**config.mk**
```make
export PLATFORM = sky130hd
export DESIGN_NAME = hash_range_rule_matcher_top_flat
export DESIGN_NICKNAME = d
export VERILOG_FILES = /design/src/hdl/hrrm_pkg.sv /design/src/hdl/hrrm_if.sv /design/src/hdl/hrrm_ctrl.sv /design/src/hdl/hrrm_dp.sv /design/src/hdl/hash_range_rule_matcher_top.sv /design/src/flat_wrapper.sv
export SDC_FILE = /design/constraint.sdc
export NUM_CORES = 1
export LEC_CHECK = 0
export BUFFER_PORTS_ARGS = -buffer_cell sky130_fd_sc_hd__buf_2
export CORE_ASPECT_RATIO = 0.75
export CORE_UTILIZATION = 50
export DETAILED_ROUTE_END_ITERATION = 6
export PLACE_DENSITY = 0.76
export SKIP_LAST_GASP = 1
export SLEW_MARGIN = 10
export SYNTH_ARGS = -nofsm -noshare
export SYNTH_HDL_FRONTEND = slang
export SYNTH_HIERARCHICAL = 1
export SYNTH_SLANG_ARGS = --single-unit
export TNS_END_PERCENT = 20
```
**constraint.sdc**
```tcl
create_clock -name clock -period 6.59 [get_ports clock]
set_input_delay 0.3295 -clock clock [delete_from_list [all_inputs] [get_ports clock]]
set_output_delay 0.3295 -clock clock [all_outputs]
set_load 0.02 [all_outputs]
```
**src/hdl/hrrm_pkg.sv**
```systemverilog
// Shared types and constants for the hash range rule matcher.
package hrrm_pkg;

   localparam int HASH_W    = 32;
   localparam int BOUND_W   = 31;
   localparam int DIV_STEPS = HASH_W;
   localparam int CNT_W     = $clog2(DIV_STEPS);

   localparam logic [3:0] MAX_WORD_OFFSET = 4'd12;

   localparam logic [1:0] KIND_DIGEST = 2'd0;
   localparam logic [1:0] KIND_QUICK  = 2'd1;

   localparam logic MODE_ANY = 1'b0;

   typedef enum logic [1:0] {
      OUT_NO_MATCH = 2'd0,
      OUT_MATCH    = 2'd1,
      OUT_ERROR    = 2'd2
   } outcome_type;

   typedef enum logic [1:0] {
      ST_IDLE,
      ST_DIV,
      ST_EVAL,
      ST_EMIT
   } ctrl_state_type;

   typedef struct packed {
      logic load;
      logic div_step;
      logic eval;
      logic emit;
   } ctrl_cmd_type;

   typedef struct packed {
      logic skip_div;
      logic div_last;
      logic last_rule;
      logic out_busy;
   } dp_status_type;

endpackage

```
**src/hdl/hrrm_if.sv**
```systemverilog
// Rule and result channel interfaces for the hash range rule matcher.
interface hrrm_req_if;
   logic        valid;
   logic        ready;
   logic [63:0] digest_high;
   logic [63:0] digest_low;
   logic [31:0] quick_hash;
   logic [1:0]  rule_kind;
   logic [30:0] range_start;
   logic [30:0] range_end;
   logic [30:0] modulus;
   logic [3:0]  byte_offset;
   logic        match_mode;
   logic        last_rule;

   modport source (
      output valid, digest_high, digest_low, quick_hash, rule_kind, range_start,
             range_end, modulus, byte_offset, match_mode, last_rule,
      input  ready
   );
   modport sink (
      input  valid, digest_high, digest_low, quick_hash, rule_kind, range_start,
             range_end, modulus, byte_offset, match_mode, last_rule,
      output ready
   );
endinterface

interface hrrm_rsp_if;
   logic       valid;
   logic       ready;
   logic [1:0] outcome;

   modport source (output valid, outcome, input ready);
   modport sink (input valid, outcome, output ready);
endinterface

```
**src/hdl/hrrm_ctrl.sv**
```systemverilog
// Sequencing state machine for the hash range rule matcher.
module hrrm_ctrl (
   input  logic                   clock,
   input  logic                   reset,
   input  logic                   req_valid,
   output logic                   req_ready,
   input  hrrm_pkg::dp_status_type status,
   output hrrm_pkg::ctrl_cmd_type  cmd
);

   hrrm_pkg::ctrl_state_type state_ff;
   hrrm_pkg::ctrl_state_type state_in;

   always_ff @(posedge clock) begin
      if (reset) begin
         state_ff <= hrrm_pkg::ST_IDLE;
      end else begin
         state_ff <= state_in;
      end
   end

   always_comb begin
      state_in = state_ff;
      case (state_ff)
         hrrm_pkg::ST_IDLE: begin
            if (req_valid) begin
               state_in = status.skip_div ? hrrm_pkg::ST_EVAL : hrrm_pkg::ST_DIV;
            end
         end
         hrrm_pkg::ST_DIV: begin
            if (status.div_last) begin
               state_in = hrrm_pkg::ST_EVAL;
            end
         end
         hrrm_pkg::ST_EVAL: begin
            state_in = status.last_rule ? hrrm_pkg::ST_EMIT : hrrm_pkg::ST_IDLE;
         end
         hrrm_pkg::ST_EMIT: begin
            if (!status.out_busy) begin
               state_in = hrrm_pkg::ST_IDLE;
            end
         end
         default: begin
            state_in = hrrm_pkg::ST_IDLE;
         end
      endcase
   end

   always_comb begin
      req_ready    = 1'b0;
      cmd.load     = 1'b0;
      cmd.div_step = 1'b0;
      cmd.eval     = 1'b0;
      cmd.emit     = 1'b0;
      case (state_ff)
         hrrm_pkg::ST_IDLE: begin
            req_ready = 1'b1;
            cmd.load  = req_valid;
         end
         hrrm_pkg::ST_DIV: begin
            cmd.div_step = 1'b1;
         end
         hrrm_pkg::ST_EVAL: begin
            cmd.eval = 1'b1;
         end
         hrrm_pkg::ST_EMIT: begin
            cmd.emit = !status.out_busy;
         end
         default: begin
            req_ready = 1'b0;
         end
      endcase
   end

endmodule

```
**src/hdl/hrrm_dp.sv**
```systemverilog
// Datapath: hash select, radix-2 remainder unit, range check, decision and result register.
module hrrm_dp (
   input  logic                   clock,
   input  logic                   reset,
   input  logic [63:0]            req_digest_high,
   input  logic [63:0]            req_digest_low,
   input  logic [31:0]            req_quick_hash,
   input  logic [1:0]             req_rule_kind,
   input  logic [30:0]            req_range_start,
   input  logic [30:0]            req_range_end,
   input  logic [30:0]            req_modulus,
   input  logic [3:0]             req_byte_offset,
   input  logic                   req_match_mode,
   input  logic                   req_last_rule,
   input  hrrm_pkg::ctrl_cmd_type  cmd,
   output hrrm_pkg::dp_status_type status,
   output logic                   rsp_valid,
   output logic [1:0]             rsp_outcome,
   input  logic                   rsp_ready
);

   localparam int HW = hrrm_pkg::HASH_W;
   localparam int BW = hrrm_pkg::BOUND_W;
   localparam int CW = hrrm_pkg::CNT_W;

   logic [HW-1:0]    hash_ff;
   logic [BW-1:0]    rem_ff;
   logic [BW-1:0]    mod_ff;
   logic [BW-1:0]    start_ff;
   logic [BW-1:0]    end_ff;
   logic [CW-1:0]    cnt_ff;
   logic             kind_bad_ff;
   logic             all_mode_ff;
   logic             last_ff;
   logic             decided_ff;
   logic [1:0]       decided_outcome_ff;
   logic [1:0]       pend_ff;
   logic             rsp_valid_ff;
   logic [1:0]       rsp_outcome_ff;

   logic [127:0]     digest_shifted;
   logic [HW-1:0]    word_sel;
   logic [HW-1:0]    hash_in;
   logic             kind_bad_in;
   logic [HW-1:0]    trial;
   logic [BW-1:0]    rem_in;
   logic [HW-1:0]    rem_final;
   logic [HW:0]      bucket;
   logic             hit;
   logic             decided_in;
   logic [1:0]       decided_outcome_in;
   logic [1:0]       pend_in;

   assign digest_shifted = {req_digest_high, req_digest_low} >> {req_byte_offset, 3'b000};
   assign word_sel = (req_byte_offset > hrrm_pkg::MAX_WORD_OFFSET) ? '0 : digest_shifted[HW-1:0];
   assign hash_in = (req_rule_kind == hrrm_pkg::KIND_QUICK) ? req_quick_hash : word_sel;
   assign kind_bad_in = (req_rule_kind != hrrm_pkg::KIND_DIGEST) &&
                        (req_rule_kind != hrrm_pkg::KIND_QUICK);

   assign trial  = {rem_ff, hash_ff[HW-1]};
   assign rem_in = (trial >= {1'b0, mod_ff}) ? BW'(trial - {1'b0, mod_ff}) : trial[BW-1:0];

   assign rem_final = (mod_ff == '0) ? hash_ff : {1'b0, rem_ff};
   assign bucket    = {1'b0, rem_final} + (HW+1)'(1);
   assign hit       = (bucket >= {2'b00, start_ff}) && (bucket <= {2'b00, end_ff});

   always_comb begin
      decided_in         = decided_ff;
      decided_outcome_in = decided_outcome_ff;
      if (!decided_ff) begin
         if (kind_bad_ff) begin
            decided_in         = 1'b1;
            decided_outcome_in = hrrm_pkg::OUT_ERROR;
         end else if (hit && !all_mode_ff) begin
            decided_in         = 1'b1;
            decided_outcome_in = hrrm_pkg::OUT_MATCH;
         end else if (!hit && all_mode_ff) begin
            decided_in         = 1'b1;
            decided_outcome_in = hrrm_pkg::OUT_NO_MATCH;
         end
      end
      if (decided_in) begin
         pend_in = decided_outcome_in;
      end else begin
         pend_in = (all_mode_ff == hrrm_pkg::MODE_ANY) ? hrrm_pkg::OUT_NO_MATCH
                                                        : hrrm_pkg::OUT_MATCH;
      end
   end

   always_ff @(posedge clock) begin
      if (cmd.load) begin
         hash_ff     <= hash_in;
         rem_ff      <= '0;
         mod_ff      <= req_modulus;
         start_ff    <= req_range_start;
         end_ff      <= req_range_end;
         cnt_ff      <= CW'(hrrm_pkg::DIV_STEPS - 1);
         kind_bad_ff <= kind_bad_in;
         all_mode_ff <= req_match_mode;
         last_ff     <= req_last_rule;
      end else if (cmd.div_step) begin
         hash_ff <= {hash_ff[HW-2:0], 1'b0};
         rem_ff  <= rem_in;
         cnt_ff  <= cnt_ff - CW'(1);
      end
      if (cmd.eval) begin
         pend_ff <= pend_in;
      end
      if (cmd.emit) begin
         rsp_outcome_ff <= pend_ff;
      end
   end

   always_ff @(posedge clock) begin
      if (reset) begin
         decided_ff         <= 1'b0;
         decided_outcome_ff <= hrrm_pkg::OUT_NO_MATCH;
         rsp_valid_ff       <= 1'b0;
      end else begin
         if (cmd.eval) begin
            if (last_ff) begin
               decided_ff         <= 1'b0;
               decided_outcome_ff <= hrrm_pkg::OUT_NO_MATCH;
            end else begin
               decided_ff         <= decided_in;
               decided_outcome_ff <= decided_outcome_in;
            end
         end
         if (cmd.emit) begin
            rsp_valid_ff <= 1'b1;
         end else if (rsp_ready) begin
            rsp_valid_ff <= 1'b0;
         end
      end
   end

   assign status.skip_div  = decided_ff || kind_bad_in || (req_modulus == '0);
   assign status.div_last  = (cnt_ff == '0);
   assign status.last_rule = last_ff;
   assign status.out_busy  = rsp_valid_ff && !rsp_ready;

   assign rsp_valid   = rsp_valid_ff;
   assign rsp_outcome = rsp_outcome_ff;

endmodule

```
**src/hdl/hash_range_rule_matcher_top.sv**
```systemverilog
// Top level of the hash range rule matcher.
// Each rule transfer is taken in the idle state; when its remainder is needed, it then passes
// through the radix-2 restoring remainder unit (one hash bit per cycle, all 32 hash bits) and
// the range judgement. A rule met after the list is already decided, a rule with an invalid
// kind, or a rule with a zero modulus skips the remainder unit. The last rule of a list then
// loads the result register, held off while an earlier result still waits for its transfer;
// the next rule is taken while the result waits there for its transfer.
// Result: 0 no match, 1 match, 2 invalid rule kind.
module hash_range_rule_matcher_top (
   input  logic              clock,
   input  logic              reset,
   hrrm_req_if.sink          req_ch,
   hrrm_rsp_if.source        rsp_ch
);

   hrrm_pkg::ctrl_cmd_type  cmd;
   hrrm_pkg::dp_status_type status;

   hrrm_ctrl u_ctrl (
      .clock     (clock),
      .reset     (reset),
      .req_valid (req_ch.valid),
      .req_ready (req_ch.ready),
      .status    (status),
      .cmd       (cmd)
   );

   hrrm_dp u_dp (
      .clock           (clock),
      .reset           (reset),
      .req_digest_high (req_ch.digest_high),
      .req_digest_low  (req_ch.digest_low),
      .req_quick_hash  (req_ch.quick_hash),
      .req_rule_kind   (req_ch.rule_kind),
      .req_range_start (req_ch.range_start),
      .req_range_end   (req_ch.range_end),
      .req_modulus     (req_ch.modulus),
      .req_byte_offset (req_ch.byte_offset),
      .req_match_mode  (req_ch.match_mode),
      .req_last_rule   (req_ch.last_rule),
      .cmd             (cmd),
      .status          (status),
      .rsp_valid       (rsp_ch.valid),
      .rsp_outcome     (rsp_ch.outcome),
      .rsp_ready       (rsp_ch.ready)
   );

endmodule
```
**src/flat_wrapper.sv**
```systemverilog
// flat-port wrapper written by rule: the top's interface ports become plain ports
module hash_range_rule_matcher_top_flat 
  (clock, reset, req_ch_valid, req_ch_digest_high, req_ch_digest_low, req_ch_quick_hash, req_ch_rule_kind, req_ch_range_start, req_ch_range_end, req_ch_modulus, req_ch_byte_offset, req_ch_match_mode, req_ch_last_rule, req_ch_ready, rsp_ch_valid, rsp_ch_outcome, rsp_ch_ready);
  hrrm_req_if req_ch_i ();
  hrrm_rsp_if rsp_ch_i ();
  input  logic clock;
  input  logic reset;
  input wire logic [$bits(req_ch_i.valid)-1:0] req_ch_valid;
  input wire logic [$bits(req_ch_i.digest_high)-1:0] req_ch_digest_high;
  input wire logic [$bits(req_ch_i.digest_low)-1:0] req_ch_digest_low;
  input wire logic [$bits(req_ch_i.quick_hash)-1:0] req_ch_quick_hash;
  input wire logic [$bits(req_ch_i.rule_kind)-1:0] req_ch_rule_kind;
  input wire logic [$bits(req_ch_i.range_start)-1:0] req_ch_range_start;
  input wire logic [$bits(req_ch_i.range_end)-1:0] req_ch_range_end;
  input wire logic [$bits(req_ch_i.modulus)-1:0] req_ch_modulus;
  input wire logic [$bits(req_ch_i.byte_offset)-1:0] req_ch_byte_offset;
  input wire logic [$bits(req_ch_i.match_mode)-1:0] req_ch_match_mode;
  input wire logic [$bits(req_ch_i.last_rule)-1:0] req_ch_last_rule;
  output wire logic [$bits(req_ch_i.ready)-1:0] req_ch_ready;
  output wire logic [$bits(rsp_ch_i.valid)-1:0] rsp_ch_valid;
  output wire logic [$bits(rsp_ch_i.outcome)-1:0] rsp_ch_outcome;
  input wire logic [$bits(rsp_ch_i.ready)-1:0] rsp_ch_ready;
  assign req_ch_i.valid = req_ch_valid;
  assign req_ch_i.digest_high = req_ch_digest_high;
  assign req_ch_i.digest_low = req_ch_digest_low;
  assign req_ch_i.quick_hash = req_ch_quick_hash;
  assign req_ch_i.rule_kind = req_ch_rule_kind;
  assign req_ch_i.range_start = req_ch_range_start;
  assign req_ch_i.range_end = req_ch_range_end;
  assign req_ch_i.modulus = req_ch_modulus;
  assign req_ch_i.byte_offset = req_ch_byte_offset;
  assign req_ch_i.match_mode = req_ch_match_mode;
  assign req_ch_i.last_rule = req_ch_last_rule;
  assign req_ch_ready = req_ch_i.ready;
  assign rsp_ch_valid = rsp_ch_i.valid;
  assign rsp_ch_outcome = rsp_ch_i.outcome;
  assign rsp_ch_i.ready = rsp_ch_ready;
  hash_range_rule_matcher_top u_core (.clock(clock), .reset(reset), .req_ch(req_ch_i), .rsp_ch(rsp_ch_i));
endmodule
```
# --- Word level (Yosys, flattened, before mapping) ---
# Index checks and enable logic that the tools add are counted.
word_totals:
  elab_cells: 81
  ff_bits: 174
  out_inout_bits: 4
  input_bits: 265
classes:
  reduce_logical: 19
  order_cmp: 4
  eq_ne: 8
  shift: 1
  n_addsub: 3
  mux: 31
op_table:
  columns: ["op", "n"]
  rows:
  - ["32-bit two-way mux", 5]
  - ["128-bit by 7-bit >> shifter with 32-bit output", 1]
  - ["31-bit zero test", 2]
  - ["32-bit by 1-bit adder with 33-bit output (second input constant)", 1]
  - ["33-bit by 31-bit greater-or-equal comparator with 1-bit output", 1]
  - ["33-bit by 31-bit less-or-equal comparator with 1-bit output", 1]
  - ["32-bit by 31-bit greater-or-equal comparator with 1-bit output", 1]
  - ["31-bit two-way mux", 1]
  - ["31-bit subtractor", 1]
  - ["2-bit two-way mux", 11]
  - ["1-bit two-way mux", 13]
  - ["2-bit one-hot mux with 4 select lines", 1]
  - ["2-bit nonzero test", 3]
  - ["1-bit logical AND", 5]
  - ["5-bit zero test", 1]
  - ["5-bit by 1-bit subtractor with 5-bit output (second input constant)", 1]
  - ["2-bit by 1-bit equality test with 1-bit output (second input constant)", 2]
  - ["2-bit equality test (second input constant)", 2]
  - ["4-bit greater-than comparator (second input constant)", 1]
  - ["1-bit zero test", 4]
  - ["2-bit by 1-bit inequality test with 1-bit output (second input constant)", 2]
  - ["2-bit inequality test (second input constant)", 2]
  - ["3-bit AND reduction", 1]
  - ["2-bit zero test", 1]
  - ["1-bit logical OR", 2]

# --- Logic depth before layout (Yosys ltp) ---
# Gate-level depths: netlist of the first run.
depth:
  depth_word: 12
  mapped_depth: 35
  depth_no_buf: 30

# --- Modules after synthesis ---
# The synthesis of the first run kept the hierarchy.
by_module_without_submodules:
  columns: ["module", "n_inst", "area_each_um2", "cells_per_inst"]
  rows:
  - ["hrrm_dp", 1, 14535.2, 1583]
  - ["hrrm_ctrl", 1, 146.4, 17]

# --- Least setup slack after synthesis of the first run ---
# OpenSTA, ideal clock, no wires.
synth_timing:
  path_kind: "reg-to-reg"
  from: "register u_core.u_dp.mod_ff[1]"
  to: "register u_core.u_dp.pend_ff[0] (data pin)"
  synth_period_minus_slack_ns: 6.335
  t_arrival_ns: 6.205
  slack_ns: 0.255
  setup_time_ns: 0.130
  path_stages_with_launch: 35
  n_path_buf: 5
  path_cell_list: "edfxtp_1 > nor4_1 > nand4_1 > nor2_1 > buf_2 > clkbuf_1 > clkbuf_1 > buf_1 > nand2_1 > o21ai_0 > ha_1 > clkbuf_1 > and3_1 > and3_1 > a32o_1 > nand2_1 > xnor2_1 > nor2_1 > a21oi_1 > ha_1 > a21o_1 > a21o_1 > a21o_1 > a21oi_1 > nor2b_1 > o211ai_1 > a21oi_1 > a211oi_1 > a211oi_1 > or4_1 > ha_1 > nor2_1 > o21ai_0 > o21ai_0 > mux2_2"
synth_via:
  elab_chain_len: 12
  elab_cells_between_ends: 18
synth_lines:
  columns: ["item", "line_no", "source"]
  rows:
  - ["start, declared", "hrrm_dp.sv:28", "logic [BW-1:0] mod_ff;"]
  - ["start signal, assigned", "hrrm_dp.sv:94", "mod_ff <= req_modulus;"]
  - ["31-bit zero test *", "hrrm_dp.sv:63", "assign rem_final = (mod_ff == '0) ? hash_ff : {1'b0, rem_ff};"]
  - ["32-bit two-way mux *", "hrrm_dp.sv:63", null]
  - ["32-bit by 1-bit adder with 33-bit output *", "hrrm_dp.sv:64", "assign bucket = {1'b0, rem_final} + (HW+1)'(1);"]
  - ["33-bit by 31-bit greater-or-equal comparator with 1-bit output / 33-bit by 31-bit less-or-equal comparator with 1-bit output (equally long branches)", "hrrm_dp.sv:65", "assign hit = (bucket >= {2'b00, start_ff}) && (bucket <= {2'b00, end_ff});"]
  - ["1-bit logical AND *", "hrrm_dp.sv:65", null]
  - ["1-bit zero test", "hrrm_dp.sv:77", "end else if (!hit && all_mode_ff) begin"]
  - ["1-bit logical AND", "hrrm_dp.sv:77", null]
  - ["2-bit two-way mux / 1-bit two-way mux (equally long branches)", "hrrm_dp.sv:77", null]
  - ["2-bit two-way mux / 1-bit two-way mux (equally long branches)", "hrrm_dp.sv:74", "end else if (hit && !all_mode_ff) begin"]
  - ["2-bit two-way mux / 1-bit two-way mux (equally long branches)", "hrrm_dp.sv:71", "if (kind_bad_ff) begin"]
  - ["2-bit two-way mux / 1-bit two-way mux (equally long branches)", "hrrm_dp.sv:70", "if (!decided_ff) begin"]
  - ["2-bit two-way mux *", "hrrm_dp.sv:82", "if (decided_in) begin"]
  - ["via u_core.u_dp.pend_in[0]", "hrrm_dp.sv:52", "logic [1:0] pend_in;"]
  - ["end signal, assigned", "hrrm_dp.sv:107", "pend_ff <= pend_in;"]
  - ["end, declared", "hrrm_dp.sv:37", "logic [1:0] pend_ff;"]
# Mark *: on every way through the listed nets, which the timed path passes. The rest lies on a longest branch.
# A chain may end at the register's enable or synchronous reset.

# --- Worst setup path in the final report of the first run ---
layout_timing:
  from: "register u_core.u_dp.mod_ff[8]"
  to: "register u_core.u_dp.pend_ff[0] (data pin)"
# Same word-level chain as after synthesis.

==> reports/qor.txt, run 1 <==
Initial Utilization = 0.516
TritonCTS Buffers = 17
# port buffers = 268
DR pass1 iterations = 6
total power = 4.13 mW
initial detailed-routing violation count = 1,425
Setup CP Type = flop to flop
via count = 13.6k
Rows = 53
Final Setup Violations = 0
Fillers = 2,512
Reg2Reg Setup Slack = 0.33 ns
total track usage = 0.301
Synth area leaders = edfxtp_1 27%, ha_1 8.3%, mux2i_1 8.1%
Startpoint Class = flop
Setup TNS = 0 ns
Post-DP Area = 16,300 µm²
Peak supply drop = 219 µV
core area = 28,400 µm²
Distinct cells, synth = 81
Crit path top cell by count = o21ai_0
Critical Path AT = 6.59 ns
critical path's largest stage delay = 0.58 ns
GRT overflow = 0
vias per inst = 6.14
Post-synth top flop = edfxtp_1
worst-case clock skew = 0.00896 ns
Routed wire per std cell = 20.2 µm
Power Dens Cells = 244 nW/µm²
Yosys top cell by area = edfxtp_1
initial antenna violation count = 3
Hold Fails Final Rpt = 0
Mean Syn Cell Area = 9.18 µm²
H-Tree Depth = 4
area share of the largest cell type after synthesis = 0.270
Post-synth EDFFs = 132
# hold bufs at CTS = 0
Die W = 200 µm
Period Utilization, post-route = 0.950
Syn Nets = 1,963
DP HPWL = 34,600 µm
die height = 150 µm
CTS tree = done
synth warn = 6
largest net degree at the start of global routing = 192
status = finished clean
Final #Nets = 2,181
Slew Limit Fails = 0
RD Place Congestion = 0.994
Hold WS = 0.0447 ns
delay-heaviest family, CP = simple AND/OR/NAND/NOR gates
post-layout min period = 6.26 ns
post-synthesis register bit count = 174
global-route wire length before repair = 68,900 µm
Clock Sink Count = 174
required time of the critical path = 6.92 ns
Area Overhead vs Synth = 15.0%
clk_lat worst skew = 0.46 ns
Ports = 269
Final Util = 0.594
RSZ-0062 raised after global routing = no
slowest CP cell = a2111oi_0
Post-Syn Instances = 1,600
DIE AREA = 30,100 µm²
Buf/Inv on CP = 0
Pleak = 7.24 nW
Clock Pin Slew Worst Setup and Hold Paths = 0.07 ns
asr flop ratio synth = 0
worst slew pin tran = 0.957 ns
vias in the first global route = 12.5k
Root Driver = clkbuf_16
Worst Setup End Kind = flop
Max Root-Sink Buffers = 2
Worst Hold Class = input pin to flop
Max Cap Viol = 0
Routed WL = 44,800 µm
DRT antenna net count = 0
FMAX = 0.160 GHz
Slew headroom = 0.362
final instance area = 16,900 µm²
Max FO, Critical Path = 8
post-synthesis cell area = 14,700 µm²
layout cells sized above 1 = 0.221
# DRC = 0
sequential fraction of the synthesis area = 0.327
==> synth_stat cells (3+ instances only) <==
cell,n
buf_2,19
inv_1,114
a21o_1,27
a31oi_1,17
and3_1,14
o21a_1,10
ha_1,97
a211oi_1,49
buf_4,3
o21ai_0,84
nand2_1,137
nor3_1,15
clkbuf_1,52
a311oi_1,6
xnor2_1,45
and4_1,5
a22o_1,4
a21boi_0,5
mux4_2,37
a21oi_1,114
edfxtp_1,132
a32oi_1,11
and2_1,6
nand3_1,29
mux2_2,23
dfxtp_1,42
nor2b_1,29
nor4_1,18
nand4_1,31
nor2_1,135
a31o_2,4
o21bai_1,7
o31ai_1,6
buf_1,10
mux2i_1,119
o211ai_1,14
xor2_1,30
a22oi_1,28
nand2b_1,17
==> what timing repair did <==
action                     CTS  global route
setup endpoints to repair    0             5
buffers inserted             0             4
resized for setup            0             3
==> path summary, 6_finish.rpt <==
check                          from                    endpoint  cells past startpoint
max           u_core/u_dp/mod_ff[8]      u_core/u_dp/pend_ff[0]                     27
min           req_ch_range_start[2]     u_core/u_dp/start_ff[2]                      1
max reg2reg   u_core/u_dp/mod_ff[8]      u_core/u_dp/pend_ff[0]                     27
min reg2reg  u_core/u_dp/pend_ff[0]  u_core/u_dp/rsp_outcome[0]                      0
==> registers in the layout, indices dropped and copies added (netlist names) <==
signal	cells
u_core/u_dp/hash_ff	32
u_core/u_dp/end_ff	31
u_core/u_dp/mod_ff	31
u_core/u_dp/rem_ff	31
u_core/u_dp/start_ff	31
u_core/u_dp/cnt_ff	5
u_core/u_ctrl/state_ff	2
u_core/u_dp/decided_outcome_ff	2
u_core/u_dp/pend_ff	2
u_core/u_dp/rsp_outcome	2
u_core/u_dp/all_mode_ff	1
u_core/u_dp/decided_ff	1
u_core/u_dp/kind_bad_ff	1
u_core/u_dp/last_ff	1
u_core/u_dp/rsp_valid	1
==> logic make-up (layout without fill, tap and decap cells) <==
| group | after synthesis | after routing | share of synthesized area |
|---|---|---|---|
| compound gates | 413 | 413 | 0.183 |
| xor+xnor | 75 | 75 | 0.0447 |
| fa+ha+maj | 98 | 98 | 0.0840 |
| buf+inv | 203 | 434 | 0.0571 |
| flops | 174 | 174 | 0.327 |
| mux | 180 | 180 | 0.157 |
| other cells | 0 | 2 | 0 |
| simple gates | 457 | 457 | 0.148 |
==> placed cells by master (no fill, tap or decap), drive strengths merged, types with 12 or more instances in the layout <==
master,synthesis,final
a211oi,50,50
a22oi,28,28
nand2,138,138
buf,35,287
a31oi,17,17
clkbuf,53,17
a32oi,12,12
ha,97,97
nor2,136,136
nand4,31,31
mux2,24,24
mux2i,119,119
mux4,37,37
nor3,15,15
o21ai,87,87
a21oi,114,114
xor2,30,30
nor4,18,18
nand3,29,29
o211ai,14,14
nor2b,29,29
xnor2,45,45
a21o,27,27
dfxtp,42,42
and3,14,14
nand2b,17,17
inv,115,122
edfxtp,132,132
==> area by class of cell <==
class,instances,area (µm²),area share
repair buffers,287,1500,0.0889
multi-input cells,1223,9070,0.537
clock buffers,17,425,0.0252
diodes,2,5.00,0.000296
flip-flops and latches,174,4800,0.285
well taps,385,482,0.0285
inverters,115,432,0.0256
clock inverters,15,166,0.00985
==> per-stage QoR <==
step                      instances  worst slack, ns
after floorplan                1600            0.255
after global placement         2180            0.382
after detailed placement       2180            0.194
after CTS                      2212            0.154
after global routing           2218           0.0292
final                          2218            0.328
==> where the power goes <==
group	total, mW	switching, mW	internal (mW)
sequential	1.58	0.197	1.38
clock	1.01	0.499	0.508
combinational	1.54	0.893	0.648
total	4.13	1.59	2.54
==> routing by layer <==
layer  GRT usage  up-vias  routed length [µm]
met1       0.451     6405               20300
met2       0.415      758               18100
met5           0        -                   0
met3      0.0905       70                5430
li1            -     6396                   -
met4      0.0725        0                 863
Note: power is estimated with default switching activity, not from simulation.
==> inputs of run 2 (changes only) <==
- CELL_PAD_IN_SITES_DETAIL_PLACEMENT: unset -> 0
- CELL_PAD_IN_SITES_GLOBAL_PLACEMENT: unset -> 1
- CORE_UTILIZATION: 50 -> 39
- PLACE_DENSITY: 0.76 -> unset
- PLACE_DENSITY_LB_ADDON: unset -> 0.1
==> run 2 against run 1 <==
Worst setup slack improved by 0.26 ns. Via count decreased by 4.4%. Cell area grew 0.68%. Sequential cell count unchanged. Fmax is 4.3% higher. Utilization is 14 points lower. Sequential power hardly changed. Largest cell class unchanged. Largest power group unchanged.
==> reports/qor.txt, run 2 (synthesized netlist as in run 1, its figures left out) <==
status = finished clean (unchanged)
# hold bufs at CTS = 0 (unchanged)
Rows = 61 (was 53)
clk_lat worst skew = 0.46 ns (about the same)
Slew headroom = 0.341 (was 0.362)
Pleak = 7.22 nW (was 7.24 nW)
Clock Pin Slew Worst Setup and Hold Paths = 0.07 ns (about the same)
commonest non-fill, non-tap cell in the layout = buf_2 (unchanged)
TritonCTS Buffers = 17 (unchanged)
Period Utilization, post-route = 0.911 (was 0.950)
Ports = 269 (unchanged)
Slew Limit Fails = 0 (unchanged)
DIE AREA = 38,400 µm² (was 30,100 µm²)
Worst Hold Class = input pin to flop (unchanged)
Final Setup Violations = 0 (unchanged)
Routed WL = 47,400 µm (was 44,800 µm)
met2 Usage GRT = 0.351 (was 0.415)
Die W = 226 µm (was 200 µm)
CTS tree = done (unchanged)
Area Overhead vs Synth = 15.8% (was 15.0%)
total track usage = 0.250 (was 0.301)
initial detailed-routing violation count = 948 (was 1,425)
Root Driver = clkbuf_16 (unchanged)
# DRC = 0 (unchanged)
worst slew pin tran = 0.985 ns (was 0.957 ns)
crit path capture = u_core/u_dp/pend_ff[0] (unchanged)
post-CTS setup buffer count = 0 (unchanged)
busiest layer in global routing = met1 (unchanged)
Max Cap Viol = 0 (unchanged)
vias per inst = 5.57 (was 6.14)
GRT overflow = 0 (unchanged)
DP HPWL = 37,400 µm (was 34,600 µm)
reg-to-reg endpoint = u_core/u_dp/pend_ff[0] (unchanged)
final instance area = 17,000 µm² (was 16,900 µm²)
H-Tree Depth = 4 (unchanged)
Startpoint Class = flop (unchanged)
Routed wire per std cell = 20.2 µm (about the same)
DR pass1 iterations = 5 (was 6)
post-layout min period = 6.01 ns (was 6.26 ns)
max reg flops = 32 (unchanged)
Fillers = 3,737 (was 2,512)
Crit path top cell by count = o21ai_0 (unchanged)
Critical Path AT = 6.34 ns (was 6.59 ns)
Max FO, Critical Path = 10 (was 8)
global-route wire length before repair = 72,700 µm (was 68,900 µm)
FMAX = 0.166 GHz (was 0.160 GHz)
Setup CP Type = flop to flop (unchanged)
initial antenna violation count = 5 (was 3)
total power = 4.07 mW (was 4.13 mW)
Reg2Reg Setup Slack = 0.58 ns (was 0.33 ns)
Biggest register = u_core/u_dp/hash_ff (unchanged)
Buf/Inv on CP = 1 (was 0)
delay-heaviest family, CP = compound AO/OA/AOI/OAI gates (was simple AND/OR/NAND/NOR gates)
# port buffers = 268 (unchanged)
Final Non-Filler Cells = 2,340 (was 2,218)
Worst Setup End Kind = flop (unchanged)
vias in the first global route = 12.5k (about the same)
Post-DP Area = 16,500 µm² (was 16,300 µm²)
Stages on worst setup path = 26 (was 27)
layout cells sized above 1 = 0.221 (about the same)
Worst Setup SP = u_core/u_dp/mod_ff[9] (was u_core/u_dp/mod_ff[8])
Peak supply drop = 180 µV (was 219 µV)
Clock Sink Count = 174 (unchanged)
most frequent cells in the layout = 266 x buf_2, 137 x nand2_1, 134 x nor2_1 (unchanged)
die height = 170 µm (was 150 µm)
worst-case clock skew = 0.0128 ns (was 0.00896 ns)
placed insts = 2,304 (was 2,180)
largest net degree at the start of global routing = 138 (was 192)
RSZ-0062 raised after global routing = no (unchanged)
critical path's largest stage delay = 0.52 ns (was 0.58 ns)
Power Dens Cells = 239 nW/µm² (was 244 nW/µm²)
Final #Nets = 2,182 (was 2,181)
DRT antenna net count = 0 (unchanged)
RD Place Congestion = 0.916 (was 0.994)
Hold Fails Final Rpt = 0 (unchanged)
Initial Utilization = 0.396 (was 0.516)
core area = 37,100 µm² (was 28,400 µm²)
via count = 13.0k (was 13.6k)
Setup TNS = 0 ns (unchanged)
M3 GR Usage = 0.0699 (was 0.0905)
FF-to-FF Start = u_core/u_dp/mod_ff[9] (was u_core/u_dp/mod_ff[8])
r2r worst-path depth = 26 (was 27)
Max Root-Sink Buffers = 2 (unchanged)
required time of the critical path = 6.93 ns (was 6.92 ns)
met1 usage in global routing = 0.372 (was 0.451)
slowest CP cell = or4_1 (was a2111oi_0)
==> run 2: changes by cell type in the layout (fill, tap and decap cells not counted), moves of 2 or more <==
cell / previous run / this run
clkinv_2: 0 / 5
inv_8: 6 / 0
clkbuf_1: 0 / 2
clkinv_8: 3 / 0
inv_6: 1 / 4
diode_2: 2 / 4
==> run 2: timing repair <==
item                       CTS  global route
setup endpoints to repair    0             3
hold endpoints to repair     0             0
gates resized for setup      0             3
==> run 2: routing by layer <==
metal	part of all wire	up-vias
met3	0.075	49
met4	0.015	2
met5	0.00027	-
met2	0.41	389
li1	-	6397
met1	0.50	6193
==> run 2: final cells by class <==
class / instances / area (µm²) / area share
multi-input combinational: 1223 / 9070 / 0.534
sequential: 174 / 4800 / 0.283
timing repair buffer: 288 / 1520 / 0.0895
inverter: 115 / 432 / 0.0254
clock buffer: 20 / 447 / 0.0263
antenna: 4 / 10.0 / 0.000589
tap: 504 / 631 / 0.0371
clock inverter: 12 / 85.1 / 0.00500
==> run 2: worst min-delay path by stage <==
| stage | from | end | slack, ns | cells after the start |
|---|---|---|---|---|
| after floorplan | reset | u_core/u_ctrl/state_ff[0] | 0.40 | 1 |
| after global placement | u_core/u_dp/cnt_ff[4] | u_core/u_dp/cnt_ff[4] | 0.48 | 2 |
| after detailed placement | u_core/u_dp/pend_ff[1] | u_core/u_dp/rsp_outcome[1] | 0.48 | 0 |
| after CTS | req_ch_range_start[30] | u_core/u_dp/start_ff[30] | 0.02 | 1 |
| after global routing | req_ch_range_start[28] | u_core/u_dp/start_ff[28] | 0.02 | 1 |
| final | req_ch_range_start[1] | u_core/u_dp/start_ff[1] | 0.04 | 1 |
==> run 2: through the flow <==
stage / hold WS [ns] / setup slack, ns / util
after floorplan: 0.396 / 0.255 / -
after global placement: 0.484 / 0.579 / 0.444
after detailed placement: 0.484 / 0.477 / 0.444
after CTS: 0.0154 / 0.456 / 0.458
after global routing: 0.0152 / 0.0632 / 0.458
final: 0.0385 / 0.583 / 0.458
==> run 2: power by group <==
part	internal, mW	switching [mW]
registers	1.38	0.198
logic	0.647	0.894
clock network	0.493	0.456
total	2.52	1.55
